## src/rtl/interval_set_merge_subtract_macros.svh

```systemverilog
// assertion macros used by the interval set top level
`ifndef INTERVAL_SET_MERGE_SUBTRACT_MACROS_SVH
`define INTERVAL_SET_MERGE_SUBTRACT_MACROS_SVH

// same-cycle implication, checked out of reset
`define ISMS_ASSERT_NOW(label, clk, rst_n, ante, cons, msg) \
    label: assert property (@(posedge clk) disable iff (!(rst_n)) (ante) |-> (cons)) \
        else $error(msg);

// next-cycle implication, checked out of reset
`define ISMS_ASSERT_NEXT(label, clk, rst_n, ante, cons, msg) \
    label: assert property (@(posedge clk) disable iff (!(rst_n)) (ante) |=> (cons)) \
        else $error(msg);

`endif

```

## src/rtl/isms_ram.sv

```systemverilog
// generic single-write, single-read ram with registered read
`default_nettype none
module isms_ram #(
    parameter int WIDTH = 96,
    parameter int DEPTH = 16
) (
    input  wire logic                     i_clk,
    input  wire logic                     i_we,
    input  wire logic [$clog2(DEPTH)-1:0] i_waddr,
    input  wire logic [WIDTH-1:0]         i_wdata,
    input  wire logic [$clog2(DEPTH)-1:0] i_raddr,
    output logic      [WIDTH-1:0]         o_rdata
);

    logic [WIDTH-1:0] r_mem [DEPTH];

    always_ff @(posedge i_clk) begin
        if (i_we) begin
            r_mem[i_waddr] <= i_wdata;
        end
        o_rdata <= r_mem[i_raddr];
    end

endmodule
`default_nettype wire

```

## config.mk

```make
export PLATFORM = sky130hd
export DESIGN_NAME = isms_ram
export DESIGN_NICKNAME = d
export VERILOG_FILES = /design/src/rtl/interval_set_merge_subtract_macros.svh /design/src/rtl/isms_ram.sv
export SDC_FILE = /design/constraint.sdc
export NUM_CORES = 1
export LEC_CHECK = 0
export BUFFER_PORTS_ARGS = -buffer_cell sky130_fd_sc_hd__buf_2
export CAP_MARGIN = 20
export CELL_PAD_IN_SITES_DETAIL_PLACEMENT = 0
export CELL_PAD_IN_SITES_GLOBAL_PLACEMENT = 1
export CORE_ASPECT_RATIO = 0.6
export CORE_UTILIZATION = 55
export DETAILED_ROUTE_END_ITERATION = 8
export GPL_ROUTABILITY_DRIVEN = 0
export PLACE_DENSITY_LB_ADDON = 0.1
export SYNTH_ARGS = -nofsm -noshare
export SYNTH_HDL_FRONTEND = slang
export SYNTH_SLANG_ARGS = --single-unit
```

## constraint.sdc

```tcl
create_clock -name i_clk -period 9.7 [get_ports i_clk]
set_input_delay 0.97 -clock i_clk [delete_from_list [all_inputs] [get_ports i_clk]]
set_output_delay 0.97 -clock i_clk [all_outputs]
set_load 0.01 [all_outputs]
```

=== After elaboration in Yosys (flattened, before gate mapping) ===
Memory sizes are Yosys's and may differ from the RTL's. A register that Yosys moved wholly into a read port is not among the register bits.
Index checks and enable logic that the tools add are counted.

* Bits in writable memories: 1536
* Memories: 1
* Bits in registers: 0
* Input bits: 106

{| class="wikitable"
|+ Memories
! memory !! words !! width !! read ports !! clocked after memory_dff !! write ports !! line !! source
|-
| r_mem || 16 || 96 || 1 || 1 || 1 || isms_ram.sv:15 || <nowiki>logic [WIDTH-1:0] r_mem [DEPTH];</nowiki>
|}

* Mux-type cells: 2

{| class="wikitable"
|+ Operator list
! cell !! number
|-
| 1-bit two-way mux || 2
|}

=== Longest topological paths before layout ===
* Depth in word-level cells: 2
* Mapped depth: 6

=== Worst setup path after synthesis ===
OpenSTA, ideal clock, no wires.

* Path type: input to register
* Start point: input port i_waddr[2]
* End point: memory r_mem[0][0] (enable)
* Arrival: 7.978 ns
* Slack: 1.052 ns
* Stages: 2
* Buffers on the path: 0
* Data required time: 9.030 ns
* Library setup time: 0.670 ns
* Cell sequence: or3b_2 nor3_1

{| class="wikitable"
|+ RTL lines
! what !! line !! source
|-
| start, declared || isms_ram.sv:9 || <nowiki>input wire logic [$clog2(DEPTH)-1:0] i_waddr,</nowiki>
|-
| end, declared || isms_ram.sv:15 ||
|}

No word-level cell before the write port.

=== Worst setup path in the final report ===
* Start point: input port i_waddr[3]
* End point: memory r_mem[7][69] (enable)

No word-level cell before the write port.

==> results.md <==
* Max-slew violations at 0
* Avg Cell Area, Syn at about 24 um2
* Most frequent cells in the layout: edfxtp_1, mux4_2, buf_2
* Slowest stage cell, crit path: buf_4
* Leading post-synthesis cells by cell area: edfxtp_1, mux4_2, dfxtp_1, a22oi_1, nand2_1
* Core Rows at 92
* Met2 Resource Use GR at 38.2%
* HPWL Detailed at 58800 um
* Mapped Nets at around 2600
* Drc violations at 0
* Post-route cell area at 67000 um2
* Grt met3 use at 3.81%
* Synth Flop Type: edfxtp_1
* Clock skew at 0.0185 ns
* Reg2reg path depth at 3
* Area of placed instances at 62000 um2
* CP required at just over 10 ns
* Root buf cell: clkbuf_16
* Synth Warn # at 0
* Max cap viols at 0
* Rel. slew slack at 19.9%
* GRT overflow at 0
* Post-synth EDFFs at 1536
* Final hold violations at 0
* Most common cell after layout, fill and taps aside: edfxtp_1
* Post-synth top area cell: edfxtp_1
* CTS Hold Bufs at 0
* CTS Buffer Depth at 3
* Reg-to-Reg End: o_rdata[26]
* Worst reg2reg path startpoint: r_mem[3][26]
* Worst path arrival time at 3.69 ns
* First-pass GRT wire length at 188000 um
* Final period util at 34.2%
* Largest net degree at the start of global routing at 141
* Gr usage total at roughly a quarter
* Worst Path Buf+Inv at 4
* Ports at 202
* CORE AREA at about 110000 um2
* Antenna Nets Post-Route at 0
* Maximum vdd ir drop at 0.000167 V
* Seq/Total Area, Yosys at between 80% and 90%
* CP dominant cell by count: buf_4
* Clk_lat worst skew at between 0.7 and 0.8 ns
* I/O Buffers at 201
* P&R area growth vs syn at 12.8%
* Final core utilization at 63.2%
* Share of layout cells above drive strength 1 at between 30% and 40%
* DR pass1 iterations at 5
* Worst path top cell family by delay: buffers and inverters
* Post-cts gate resize count at 0
* Antenna violations before repair at 16
* Setup-failing EPs final at 0
* Synth top area share at 77.7%
* RSZ-0062 raised after global routing: false
* Setup_tns at 0 ns
* Status: finished, final reports clean
* Met1 Track Usage GR at 34.9%
* Die Span X at 426 um
* Worst-margin pin slew at 1.20 ns
* Worst setup SP type: input port
* DR iter-0 viols at 2515
* Crit Path Max Fanout at 39
* Worst Hold Path Cells at 1
* Hold Path Origin: i_wdata[93]
* Pre-CTS setup slack at 5.60 ns
* Crit Path Class: input port to flop
* Final worst path period need at 3.31 ns
* Most Crowded Layer GR: met2
* TritonCTS Buffers at between 100 and 150
* WL/cell at around 30 um
* Mapped cell area at 59400 um2
* CP Capture Type: flop
* Clk sink count at 1632
* FF-to-FF setup slack at 8.30 ns
* Mapped Cells at roughly 2500
* Reg clk slew, reported paths at 0.06 ns
* Leakage at 0.0215 uW
* Vias in the first global route at 27900
* Crit-path max cell delay at 0.68 ns
* Yosys cell types at 18
* Post-DR vias/cell at approximately 6.3
* Power Dens Cells at 216 nW/um2
* Total Routed Length at 128000 um
* Critical path, cell by cell: buf_2 -> nand3b_1 -> nor2_4 -> buf_16 -> buf_4 -> buf_4
* Height of the die at 256 um
* Overall power at 14500 uW
* Synthesized flop and latch total at ~1600
* Setup ws final at around 6.4 ns
* Initial Util at 56.0%
* Post-CTS Setup Bufs at 0
* Die area at 109000 um2
* H-tree depth at 4
* Routed vias at 26600
* Hold EP: r_mem[7][93]
* Fmax at 0.302 GHz
* TritonCTS clock tree: built
* Async S/R FF share, synth at 0%
* Nets at between 2000 and 3000
* Hold Crit Class: input port to flop
[state kept, by name, summed over array words and instances (netlist names)]
signal   count
o_rdata     96
r_mem     1536
[through the flow]
stage	instances	hold slack, ns
after detailed placement	3985	0.653
after floorplan	2460	0.635
after global placement	3984	0.653
after global routing	4255	0.570
after CTS	4250	0.529
final	4258	0.587
[metal layers]
layer  up-vias  wire length [um]
li1      11100                 -
met1     14500             55200
met2       909             63200
met3       161              7430
met4        10              2130
met5         -                76
[synthesized netlist by cell type (2+ instances only)]
cell type,instances
a22oi_1,192
buf_1,32
buf_2,11
buf_4,19
buf_6,21
clkbuf_1,46
dfxtp_1,96
edfxtp_1,1536
mux4_2,384
nand2_1,97
nand2b_1,2
nand3b_1,2
nor2_1,13
nor2b_1,2
nor3_1,4
[cell families after synthesis]
| logic type | share of synthesized area (%) |
|---|---|
| simple gates | 0.831 |
| mux | 14.6 |
| compound gates | 2.43 |
| buf+inv | 1.22 |
| flops | 80.9 |
[worst max-delay path by stage]
stage | from | endpoint | slack, ns | depth (start not counted)
after detailed placement | i_raddr[0] | o_rdata[20] | 5.60 | 6
after floorplan | i_waddr[2] | r_mem[0][0] | 1.05 | 2
after global routing | i_raddr[0] | o_rdata[84] | 6.18 | 6
after global placement | i_waddr[3] | r_mem[7][69] | 5.35 | 5
after CTS | i_waddr[3] | r_mem[7][69] | 6.41 | 6
final | i_waddr[3] | r_mem[7][69] | 6.39 | 6
[where the power goes]
part	switching [uW]	internal, uW
registers	55.6	7880
clock network	2470	3400
logic	402	270
[cell type report]
type / count / area (um2)
antenna: 7 / 17.5
clock buffer: 199 / 4140
timing repair buffer: 245 / 1550
tap: 1410 / 1760
clock inverter: 66 / 732
multi-input combinational: 699 / 10700
fill: 6986 / 39100
sequential: 1632 / 48000
No activity file was read; power rests on OpenSTA's default activity.
